`src/hdl/hbc_pkg.sv`:
```
// Shared types, codes and constants of the histogram bin counter.
package hbc_pkg;

    // Fixed field widths of the request, response and configuration port.
    localparam int SAMPLE_W    = 32;
    localparam int BIN_IDX_W   = 10;
    localparam int BIN_VAL_W   = 32;
    localparam int BIN_COUNT_W = 11;
    localparam int CFG_IDX_W   = 2;
    localparam int CFG_DATA_W  = 32;
    localparam int READ_CNT_W  = 32;

    // Register indexes of the configuration port.
    localparam logic [CFG_IDX_W-1:0] CFG_LOW_EDGE  = 2'd0;
    localparam logic [CFG_IDX_W-1:0] CFG_HIGH_EDGE = 2'd1;
    localparam logic [CFG_IDX_W-1:0] CFG_BIN_COUNT = 2'd2;

    // Register reset values.
    localparam logic [SAMPLE_W-1:0]    LOW_EDGE_RST  = 32'd0;
    localparam logic [SAMPLE_W-1:0]    HIGH_EDGE_RST = 32'd16777216;
    localparam logic [BIN_COUNT_W-1:0] BIN_COUNT_RST = 11'd256;

    // Request kinds.
    typedef enum logic [1:0] {
        KIND_COUNT = 2'd0,
        KIND_READ  = 2'd1,
        KIND_WRITE = 2'd2
    } kind_t;

    // Commands from the controller to the datapath.
    typedef struct packed {
        logic clear_step;
        logic capture;
        logic mul;
        logic div_start;
        logic lookup;
        logic inc_write;
        logic read_addr;
        logic load_out;
        logic write_val;
    } cmd_t;

    // Status from the datapath to the controller.
    typedef struct packed {
        logic  clr_last;
        logic  skip;
        logic  div_done;
        logic  in_range;
        logic  out_busy;
        kind_t req_kind;
    } sts_t;

endpackage

```
`src/hdl/hbc_ctrl.sv`:
```
// Controller state machine: sequences clearing, counting, reads and writes.
module hbc_ctrl
    import hbc_pkg::*;
(
    input  logic clk,
    input  logic rst_n,
    input  logic req_valid,
    output logic req_stall,
    input  sts_t sts,
    output cmd_t cmd
);

    typedef enum logic [9:0] {
        ST_CLEAR     = 10'b00_0000_0001,
        ST_IDLE      = 10'b00_0000_0010,
        ST_MUL       = 10'b00_0000_0100,
        ST_DIV_START = 10'b00_0000_1000,
        ST_DIV_WAIT  = 10'b00_0001_0000,
        ST_LOOKUP    = 10'b00_0010_0000,
        ST_INC       = 10'b00_0100_0000,
        ST_RD_ADDR   = 10'b00_1000_0000,
        ST_RD_DATA   = 10'b01_0000_0000,
        ST_WR        = 10'b10_0000_0000
    } state_t;

    state_t state_reg, state_next;
    logic   req_accept;

    // A read waits while an earlier response still sits in the output register.
    assign req_stall  = (state_reg != ST_IDLE) ||
                        (sts.out_busy && (sts.req_kind == KIND_READ));
    assign req_accept = req_valid && !req_stall;

    // Next state and commands.
    always_comb
    begin
        state_next = state_reg;
        cmd        = '0;
        unique case (state_reg)
            ST_CLEAR:
            begin
                cmd.clear_step = 1'b1;
                if (sts.clr_last)
                    state_next = ST_IDLE;
            end
            ST_IDLE:
            begin
                if (req_accept)
                begin
                    cmd.capture = 1'b1;
                    unique case (sts.req_kind)
                        KIND_COUNT: state_next = ST_MUL;
                        KIND_READ:  state_next = ST_RD_ADDR;
                        KIND_WRITE: state_next = ST_WR;
                        default:    state_next = ST_IDLE;
                    endcase
                end
            end
            ST_MUL:
            begin
                cmd.mul    = 1'b1;
                state_next = ST_DIV_START;
            end
            ST_DIV_START:
            begin
                if (sts.skip)
                    state_next = ST_IDLE;
                else
                begin
                    cmd.div_start = 1'b1;
                    state_next    = ST_DIV_WAIT;
                end
            end
            ST_DIV_WAIT:
            begin
                if (sts.div_done)
                    state_next = ST_LOOKUP;
            end
            ST_LOOKUP:
            begin
                cmd.lookup = 1'b1;
                state_next = sts.in_range ? ST_INC : ST_IDLE;
            end
            ST_INC:
            begin
                cmd.inc_write = 1'b1;
                state_next    = ST_IDLE;
            end
            ST_RD_ADDR:
            begin
                cmd.read_addr = 1'b1;
                state_next    = ST_RD_DATA;
            end
            ST_RD_DATA:
            begin
                cmd.load_out = 1'b1;
                state_next   = ST_IDLE;
            end
            ST_WR:
            begin
                cmd.write_val = 1'b1;
                state_next    = ST_IDLE;
            end
            default:
            begin
                state_next = ST_IDLE;
            end
        endcase
    end

    // State register; reset starts the clearing pass.
    always_ff @(posedge clk or negedge rst_n)
    begin
        if (!rst_n)
            state_reg <= ST_CLEAR;
        else
            state_reg <= state_next;
    end

`ifndef ASSERT_OFF
    // A counter is only incremented after a lookup that found the bin in range.
    a_inc_after_hit: assert property (@(posedge clk) disable iff (!rst_n)
        (state_reg == ST_INC) |-> ($past(state_reg) == ST_LOOKUP) && $past(sts.in_range))
        else $error("increment without an in-range lookup");

    // The quotient is complete whenever the lookup uses it.
    a_lookup_div_done: assert property (@(posedge clk) disable iff (!rst_n)
        (state_reg == ST_LOOKUP) |-> sts.div_done)
        else $error("lookup before the divider finished");

    // A read response never overwrites one that has not been taken.
    a_load_out_free: assert property (@(posedge clk) disable iff (!rst_n)
        cmd.load_out |-> !sts.out_busy)
        else $error("response register loaded while occupied");
`endif

endmodule

```
`config.mk`:
```
export PLATFORM = sky130hd
export DESIGN_NAME = hbc_ctrl
export DESIGN_NICKNAME = d
export VERILOG_FILES = /design/src/hdl/hbc_pkg.sv /design/src/hdl/hbc_ctrl.sv
export SDC_FILE = /design/constraint.sdc
export NUM_CORES = 1
export LEC_CHECK = 0
export ABC_AREA = 0
export ABC_CLOCK_PERIOD_IN_PS = 1500
export BUFFER_PORTS_ARGS = -buffer_cell sky130_fd_sc_hd__buf_4
export CELL_PAD_IN_SITES_DETAIL_PLACEMENT = 1
export CELL_PAD_IN_SITES_GLOBAL_PLACEMENT = 1
export CORE_MARGIN = 4
export CORE_UTILIZATION = 34
export DETAILED_ROUTE_END_ITERATION = 16
export PLACE_DENSITY = 0.72
export SETUP_SLACK_MARGIN = 0.1
export SLEW_MARGIN = 25
export SYNTH_ARGS = -nofsm -noshare
export SYNTH_HDL_FRONTEND = slang
export SYNTH_SLANG_ARGS = --single-unit
```
`constraint.sdc`:
```
create_clock -name clk -period 1.5 [get_ports clk]
set_input_delay 0.3 -clock clk [delete_from_list [all_inputs] [get_ports clk]]
set_output_delay 0.3 -clock clk [all_outputs]
set_load 0.02 [all_outputs]
```
==> flow_summary_export.csv, run 1 <==
group,metric,value,unit
global_route,grt_pass1_vias,760,
detailed_routing,drtAntennaViolNets,0,
worst_setup_path,critPathLaunchType,"register",
floorplan,die_w,53.03,microns
clock_tree,cts_buffers,3,
worst_setup_path,cp_cell_sequence,"nor4_4 -> buf_4 -> nand3b_4 -> nor4b_4 -> buf_4",
worst_setup_path,cpMostUsedCell,"buf_4",
layout,syn_to_final_growth,86.93,%
worst_setup_path,slowest_stage,"dfrtp_1",
worst_setup_path,reg2reg_to,"state_reg[0]",
global_route,grt_max_degree,11,
sta,rsz0062_at_grt,"yes",
yosys,yosysUniqueCellTypes,32,
yosys,syn-num-nets,70,
floorplan,rows,16,
layout,fin_nets,122,
clock_tree,clk_latency,0.28,ns
detailed_routing,drt_wl_total,2552,microns
detailed_routing,vias_per_cell,5.123,
global_route,grt.overflow.total,0,
floorplan,die_height,53.03,microns
layout,diodes,0,
layout,largest_reg_flops,10,
run_status,run_status,"finished, violations left",
clock_tree,cts-root-buf,"clkbuf_4",
floorplan,dieArea,2812,sq um
worst_setup_path,critical_path_class,"reg2out",
worst_setup_path,max_stage_delay,0.41,ns
global_route,use_met2,0.3533,
layout,fillers,210,
sta,max_freq,481.8,MHz
yosys,ys_warn_count,0,
worst_hold_path,holdPathEnd,"state_reg[0]",
sta,period_share,1.384,
run_status,violations,"negative setup slack",
pwr,power_leakage,0.0005740,uW
worst_hold_path,hold_path.startpoint,"sts[6]",
worst_setup_path,worstPathMaxFanout,5,
global_route,gr-usage-met1,0.2318,
layout,multiInputGateArea,533.0,sq um
sta,setup_slack,-0.5754,ns
sta,period_needed,2.075,ns
layout,regArea,254.0,sq um
worst_setup_path,r2r_cells,10,
clock_tree,h-tree-depth,1,
sta,skew,0.003877,ns
layout,drive_gt1_frac,0.7477,
yosys,ys_seq_elements,10,
detailed_routing,drtPass1Iterations,3,
worst_setup_path,critPathRequiredTime,1.20,ns
place,dp_hpwl,1556,microns
global_route,use_met3,0.03662,
worst_setup_path,r2r_start,"state_reg[9]",
floorplan,coreArea,1942,sq um
yosys,mappedNetlistArea,689.4,sq um
sta,setup_viol_count_final,18,
sta,setup-tns-final,-6.866,ns
worst_setup_path,crit_path_end_kind,"output pin",
global_route,grt_pass1_wl,3898,microns
global_route,grt_use_total,0.2031,
layout,post-route-util,0.6637,
global_route,busiest_layer,"met2",
place,io_buffers,19,
worst_hold_path,hold_path_depth,2,
clock_tree,clkTransAtPathRegs,0.07,ns
pwr,peakVddDrop,738.0,uV
global_route,antenna_found_initial,0,
yosys,avgSynthCellArea,11.49,sq um
floorplan,initial_core_util,0.3550,
sta,hold_viol,0,
sta,worst_pin_slew,0.4329,ns
detailed_routing,drt_iter0_drc,4,
clock_tree,clockBufferDepth,2,
sta,drv_slew,0,
floorplan,io_pins,20,
place,place.gp.congestion,0.7520,
clock_tree,clock_sinks,10,
sta,max_slew_margin,0.7106,
yosys,syn_inst,60,
worst_setup_path,ff2ff_setup_slack,-0.36,ns
yosys,ys_seq_area_frac,0.3648,
worst_hold_path,hold_path_class,"in2reg",
detailed_routing,route.detailed.drc,0,
worst_setup_path,cp_data_arrival_time,1.78,ns
clock_tree,cts_tree,"built",
detailed_routing,wire_per_inst,18.49,microns
run,drv_cap,0,
detailed_routing,num_vias,707,
pwr,power_density,1049,nW/um^2
[kinds of logic (layout without fill, tap and decap cells)]
group	count (synthesis)	in the layout	synth area share
xor+xnor	1	1	0.01271
flops	10	10	0.3648
compound gates	8	8	0.08712
simple gates	36	36	0.4809
buf+inv	5	56	0.05445
[layout make-up]
cell class,count,area share
Multi-Input combinational cell,45,0.4136
Clock buffer,4,0.02039
Tap cell,27,0.02621
Timing Repair Buffer,50,0.3369
Sequential cell,10,0.1971
Inverter,2,0.005825
[per-layer routing]
layer  wire (microns)  vias up
li1                 -      337
met1             1078      351
met2             1343       14
met3               58        5
met4               72        0
met5                0        -
[where the power goes]
part | total, uW | switching, uW | leakage, uW | internal [uW]
registers | 327 | 33.8 | 0.000129 | 293
logic | 819 | 375 | 0.000430 | 444
clock network | 206 | 103 | 0.0000150 | 103
total | 1350 | 512 | 0.000574 | 840
[through the flow]
step / power [uW] / setup WS, ns / instances / cell area (sq um) / hold slack [ns]
6_report: 1351 / -0.5754 / 138 / 1289 / 0.1767
5_1_grt: 1434 / -0.6512 / 138 / 1289 / 0.1622
4_1_cts: 1213 / -0.5088 / 131 / 1197 / 0.1817
3_5_place_dp: 891.2 / -0.2228 / 121 / 1022 / 0.1391
3_3_place_gp: 879.1 / -0.1801 / 121 / 1022 / 0.1357
2_1_floorplan: 659.2 / -0.1657 / 60 / 740.7 / 0.004409
[how the worst max path moves through the flow]
stage	slack (ns)	depth (start not counted)	end	start
after floorplan	-0.17	3	cmd[5]	state_reg[6]
after global placement	-0.18	4	cmd[0]	state_reg[2]
after detailed placement	-0.22	4	cmd[4]	state_reg[7]
after CTS	-0.51	4	cmd[4]	state_reg[6]
after global routing	-0.65	5	cmd[4]	state_reg[8]
final	-0.58	5	cmd[6]	state_reg[9]
[synth_stat cells (all sizes together)]
master   instances  area (sq um)
a211o            1         8.760
a21oi            2         13.76
a2bb2oi          1         8.760
a311o            1         10.01
and2             1         6.260
and3             1         6.260
and4b            4         47.54
buf              3         30.03
dfrtp            9         225.2
dfstp            1         26.28
inv              2         7.510
nand2            3         18.77
nand2b           1         6.260
nand3            3         15.01
nand3b           1         11.26
nand4b           1         8.760
nor2             5         18.77
nor3             3         15.01
nor3b            2         15.01
nor4             4         70.07
nor4b            6         82.58
nor4bb           1         10.01
o21ai            1         5.000
o21bai           1         7.510
o22ai            1         6.260
xor2             1         8.760
[placed cells by master, fill, tap and decap left out, types with 2 or more instances in the layout]
cell and instances:
nor3_2 2, dfrtp_1 7, clkbuf_4 3, buf_6 15, buf_4 34, nor3b_4 2
and4b_2 3, nor4b_4 4, dfrtp_2 2, nor4_4 3, nor2_1 3
[what timing repair did]
action | CTS | global route
buffers inserted | 5 | 8
pin swaps | 6 | 11
hold endpoints to repair | 9 | 0
resized for setup | 23 | 9
setup endpoints to repair | 18 | 19
hold buffers | 1 | 0
[critical path, delay by kind of cell, from the launching register on]
family | cells | cell delay, ns
buf+inv | 2 | 0.36
simple gates | 3 | 0.71
flops | 1 | 0.41
(Power assumes the default switching activity.)
==> inputs of run 2 (changes only) <==
--- a/config.mk
+++ b/config.mk
@@ -6,14 +6,14 @@
 export NUM_CORES = 1
 export LEC_CHECK = 0
 export ABC_AREA = 0
-export ABC_CLOCK_PERIOD_IN_PS = 1500
+export ABC_CLOCK_PERIOD_IN_PS = 2100
 export BUFFER_PORTS_ARGS = -buffer_cell sky130_fd_sc_hd__buf_4
 export CELL_PAD_IN_SITES_DETAIL_PLACEMENT = 1
 export CELL_PAD_IN_SITES_GLOBAL_PLACEMENT = 1
 export CORE_MARGIN = 4
-export CORE_UTILIZATION = 34
+export CORE_UTILIZATION = 38
 export DETAILED_ROUTE_END_ITERATION = 16
-export PLACE_DENSITY = 0.72
+export PLACE_DENSITY = 0.76
 export SETUP_SLACK_MARGIN = 0.1
 export SLEW_MARGIN = 25
 export SYNTH_ARGS = -nofsm -noshare
==> constraint.sdc (replaced) <==
create_clock -name clk -period 2.1 [get_ports clk]
set_input_delay 0.42 -clock clk [delete_from_list [all_inputs] [get_ports clk]]
set_output_delay 0.42 -clock clk [all_outputs]
set_load 0.02 [all_outputs]
==> flow_summary_export.csv, run 2 (synthesis gave the netlist of run 1 again) <==
group,metric,value,unit
place,dp.cells,104,
floorplan,dieArea,2560,sq um
layout,drive_gt1_frac,0.5591,
run,drv_cap,0,
global_route,grt_max_degree,11,
floorplan,die_height,50.60,microns
detailed_routing,drt_wl_total,1863,microns
sta,period_share,1.016,
clock_tree,cts-root-buf,"clkbuf_4",
layout,regArea,251.5,sq um
worst_setup_path,worstPathMaxFanout,4,
sta,worst_pin_slew,0.4459,ns
run_status,violations,"negative setup slack",
worst_setup_path,critical_path_class,"reg2out",
sta,max_slew_margin,0.6985,
layout,multiInputGateArea,432.9,sq um
detailed_routing,num_vias,622,
sta,setup_viol_count_final,4,
clock_tree,clock_sinks,10,
floorplan,coreArea,1727,sq um
sta,setup_slack,-0.03283,ns
clock_tree,clk_latency,0.27,ns
layout,layout_commonest_cell,"buf_4",
detailed_routing,drtPass1Iterations,3,
clock_tree,clkTransAtPathRegs,0.07,ns
detailed_routing,route.detailed.drc,0,
pwr,power_leakage,0.0004676,uW
floorplan,rows,15,
sta,rsz0062_at_grt,"yes",
sta,skew,0.004245,ns
floorplan,io_pins,20,
detailed_routing,vias_per_cell,5.271,
place,place.gp.congestion,0.7568,
place,pre_cts_slack,0.1486,ns
run_status,run_status,"finished, violations left",
worst_hold_path,hold_path_depth,2,
layout,largest_reg_flops,10,
worst_setup_path,critPathRequiredTime,1.68,ns
layout,fillers,196,
detailed_routing,drtAntennaViolNets,0,
global_route,antenna_found_initial,0,
worst_setup_path,r2r_start,"state_reg[5]",
layout,syn_to_final_growth,46.64,%
worst_hold_path,holdPathEnd,"state_reg[0]",
clock_tree,clockBufferDepth,2,
worst_hold_path,hold_path.startpoint,"sts[6]",
pwr,power_density,779.7,nW/um^2
worst_setup_path,r2r_cells,5,
global_route,grt_pass1_wl,3270,microns
sta,max_freq,468.9,MHz
global_route,grt_pass1_vias,653,
clock_tree,cts_tree,"built",
layout,diodes,0,
worst_setup_path,crit_path_end_kind,"output pin",
global_route,grt_use_total,0.1711,
pwr,peakVddDrop,532.6,uV
worst_setup_path,ff2ff_setup_slack,0.32,ns
detailed_routing,drt_iter0_drc,6,
layout,layout.cells.most_common_list,"buf_4 (26), dfrtp_1 (9), nor2_1 (5), buf_6 (5)",
layout,fin_nets,104,
clock_tree,h-tree-depth,1,
floorplan,initial_core_util,0.3993,
place,dp_hpwl,1293,microns
worst_hold_path,hold_path_class,"in2reg",
sta,drv_slew,0,
place,io_buffers,19,
worst_setup_path,cp_data_arrival_time,1.71,ns
layout,post-route-util,0.5855,
worst_setup_path,reg2reg_to,"state_reg[5]",
clock_tree,cts_buffers,3,
worst_setup_path,critPathLaunchType,"register",
global_route,grt.overflow.total,0,
sta,period_needed,2.133,ns
sta,hold_viol,0,
layout,final_cells,118,
detailed_routing,wire_per_inst,15.79,microns
floorplan,die_w,50.60,microns
-- run 2: worst max-delay path: stages, from the launching register on --
cell and delay [ns]:
dfrtp_1 0.42, nor4_4 0.41, nand3b_4 0.17, nor4b_4 0.26, buf_4 0.18
-- run 2: per-stage QoR --
step / cell area, sq um / total power [uW] / setup TNS (ns) / hold WS, ns
floorplan: 695.7 / 439.5 / 0 / 0.1244
global route: 1011 / 839.3 / -0.6148 / 0.2589
global placement: 862.1 / 517.2 / 0 / 0.2577
detailed placement: 862.1 / 531.1 / 0 / 0.2599
finish: 1011 / 788.2 / -0.09479 / 0.2665
CTS: 993.5 / 761.3 / -0.008671 / 0.2659
-- run 2: area by class of cell --
class	instances	area share
multi-input combinational	45	0.4282
timing repair buffer	32	0.2587
sequential	10	0.2488
tap	25	0.03094
clock buffer	4	0.02599
inverter	2	0.007426
-- run 2: what timing repair did --
item                                   CTS  global route
hold buffers                             1             0
setup endpoints to repair                7            10
pin swaps                                6             0
setup buffers                            7             2
endpoints found under the hold margin    9             0
resized for setup                        9             1
-- run 2: metal layers --
layer,vias to the layer above,share of wire,wire (microns),GRT usage
li1,297,-,-,-
met1,310,0.44,812,0.2069
met2,15,0.51,950,0.2935
met3,0,0.054,100,0.06231
met4,0,0,0,0.02691
met5,-,0,0,0
-- run 2: how the worst max path moves through the flow --
stage | start | to | slack (ns) | cells after the start
detailed placement | state_reg[6] | cmd[4] | 0.15 | 4
global placement | state_reg[4] | cmd[7] | 0.19 | 4
global route | state_reg[8] | cmd[4] | -0.11 | 4
CTS | state_reg[8] | cmd[4] | -0.009 | 4
floorplan | state_reg[5] | cmd[1] | 0.18 | 4
finish | state_reg[8] | cmd[4] | -0.03 | 4
-- run 2: power by group --
group,leakage [uW],internal [uW],switching (uW)
registers,0.000132,209,18.3
logic,0.000320,208,204
clock network,0.0000150,73.7,74.9
==> inputs of run 3 (changes only) <==
--- a/config.mk
+++ b/config.mk
@@ -10,6 +10,7 @@
 export BUFFER_PORTS_ARGS = -buffer_cell sky130_fd_sc_hd__buf_4
 export CELL_PAD_IN_SITES_DETAIL_PLACEMENT = 1
 export CELL_PAD_IN_SITES_GLOBAL_PLACEMENT = 1
+export CORE_ASPECT_RATIO = 1.2
 export CORE_MARGIN = 4
 export CORE_UTILIZATION = 38
 export DETAILED_ROUTE_END_ITERATION = 16
==> flow_summary_export.csv, run 3 (synthesis gave the netlist of run 1 again) <==
group,metric,value,unit
global_route,grt_use_total,0.1867,
floorplan,die_w,46.88,microns
clock_tree,clk_latency,0.26,ns
sta,hold_viol,0,
clock_tree,clock_sinks,10,
worst_setup_path,cpMostUsedCell,"buf_4",
clock_tree,clockBufferDepth,2,
worst_setup_path,critPathLaunchType,"register",
floorplan,coreArea,1682,sq um
sta,skew,0.002605,ns
detailed_routing,num_vias,625,
worst_setup_path,crit_path_end_kind,"output pin",
detailed_routing,vias_per_cell,5.580,
layout,fin_nets,105,
clock_tree,h-tree-depth,1,
detailed_routing,drt_wl_total,1956,microns
detailed_routing,drt_iter0_drc,6,
worst_setup_path,critPathRequiredTime,1.68,ns
worst_setup_path,crit_family,"simple AND/OR/NAND/NOR gates",
floorplan,initial_core_util,0.4100,
sta,max_slew_margin,0.7212,
layout,drive_gt1_frac,0.5745,
floorplan,rows,16,
place,dp_hpwl,1388,microns
clock_tree,cts-root-buf,"clkbuf_4",
worst_setup_path,cp_cell_sequence,"nor4_4 -> buf_4 -> nand3b_4 -> nor4b_4 -> buf_4",
layout,fillers,195,
detailed_routing,drtPass1Iterations,2,
pwr,power_leakage,0.0004662,uW
layout,layout_commonest_cell,"buf_4",
detailed_routing,wire_per_inst,17.46,microns
run,drv_cap,0,
floorplan,io_pins,20,
detailed_routing,drtAntennaViolNets,0,
layout,layout.cells.most_common_list,"buf_4 (29), dfrtp_1 (8), nor2_1 (4)",
run_status,violations,"negative setup slack",
global_route,grt.overflow.total,0,
worst_setup_path,slowest_stage,"dfrtp_1",
sta,setup_viol_count_final,2,
sta,period_share,1.008,
floorplan,die_height,54.66,microns
pwr,power_density,774.0,nW/um^2
layout,diodes,0,
sta,rsz0062_at_grt,"yes",
worst_setup_path,max_stage_delay,0.41,ns
sta,worst_pin_slew,0.4124,ns
worst_setup_path,cp_data_arrival_time,1.70,ns
layout,final_cells,112,
layout,syn_to_final_growth,45.19,%
sta,period_needed,2.117,ns
worst_hold_path,hold_path_class,"in2reg",
sta,setup-tns-final,-0.03013,ns
run_status,run_status,"finished, violations left",
clock_tree,cts_buffers,3,
layout,largest_reg_flops,10,
worst_setup_path,critical_path_class,"reg2out",
pwr,peakVddDrop,368.0,uV
sta,max_freq,472.4,MHz
floorplan,dieArea,2562,sq um
pwr,p_total,774.8,uW
place,dp.cells,98,
clock_tree,cts_tree,"built",
global_route,grt_pass1_wl,3318,microns
worst_setup_path,worstPathMaxFanout,5,
global_route,grt_pass1_vias,682,
sta,drv_slew,0,
global_route,antenna_found_initial,0,
place,place.gp.congestion,0.7947,
place,pre_cts_slack,0.1311,ns
worst_setup_path,worst-path-buf-inv,2,
layout,fin_area,1001,sq um
worst_setup_path,ff2ff_setup_slack,0.26,ns
place,placed_area,860.8,sq um
clock_tree,clkTransAtPathRegs,0.07,ns
place,io_buffers,19,
detailed_routing,route.detailed.drc,0,
global_route,grt_max_degree,11,
sta,setup_slack,-0.01699,ns
-- run 3: cell types whose count changed in the layout (fill, tap and decap cells not counted), sizes merged --
cell,delta
buf,+1
-- run 3: what timing repair did --
item | 4_1_cts | 5_1_grt
pin swaps | 3 | 1
hold buffers | 1 | 0
buffers inserted | 7 | 2
resized for setup | 6 | 3
endpoints found under the hold margin | 9 | 0
setup endpoints to repair | 8 | 10
-- run 3: worst register-to-register path: stages (launching register included) --
cell and delay (ns):
dfrtp_1 0.41, nor4_4 0.27, buf_4 0.18, buf_4 0.12
nand4b_1 0.14, buf_4 0.16, buf_4 0.12, o22ai_1 0.23
nor2_1 0.08
-- run 3: layer usage --
| metal | global-route usage | wire [microns] | vias to the layer above |
|---|---|---|---|
| met5 | 0 | 0 | - |
| met1 | 0.2151 | 798 | 310 |
| met3 | 0.02303 | 63 | 4 |
| met4 | 0.08756 | 31 | 0 |
| li1 | - | - | 299 |
| met2 | 0.3326 | 1063 | 12 |
-- run 3: stage by stage --
step	utilization	hold WS [ns]
CTS	0.5804	0.2750
detailed placement	0.5119	0.2601
floorplan	-	0.1244
global placement	0.5119	0.2548
finish	0.5952	0.2845
global route	0.5952	0.2724
-- run 3: path summary, 6_finish.rpt --
kind | start | to | cells past startpoint
setup / recovery | state_reg[8] | cmd[4] | 5
hold / removal | sts[6] | state_reg[0] | 2
setup reg to reg | state_reg[8] | state_reg[5] | 8
hold reg to reg | state_reg[3] | state_reg[3] | 2
max in group asynchronous | rst_n | state_reg[0] | 2
min in group asynchronous | rst_n | state_reg[8] | 2
-- run 3: final cells by class --
type / count / area (sq um) / share of cell area
multi-input combinational: 45 / 430.4 / 0.4300
timing repair buffer: 33 / 261.5 / 0.2613
sequential: 10 / 252.7 / 0.2525
clock buffer: 4 / 26.28 / 0.02625
tap: 18 / 22.52 / 0.02250
inverter: 2 / 7.507 / 0.007500
-- run 3: where the power goes --
part | switching [uW] | internal (uW)
Clock | 67.2 | 73.4
Combinational | 195 | 207
Sequential | 23.4 | 209
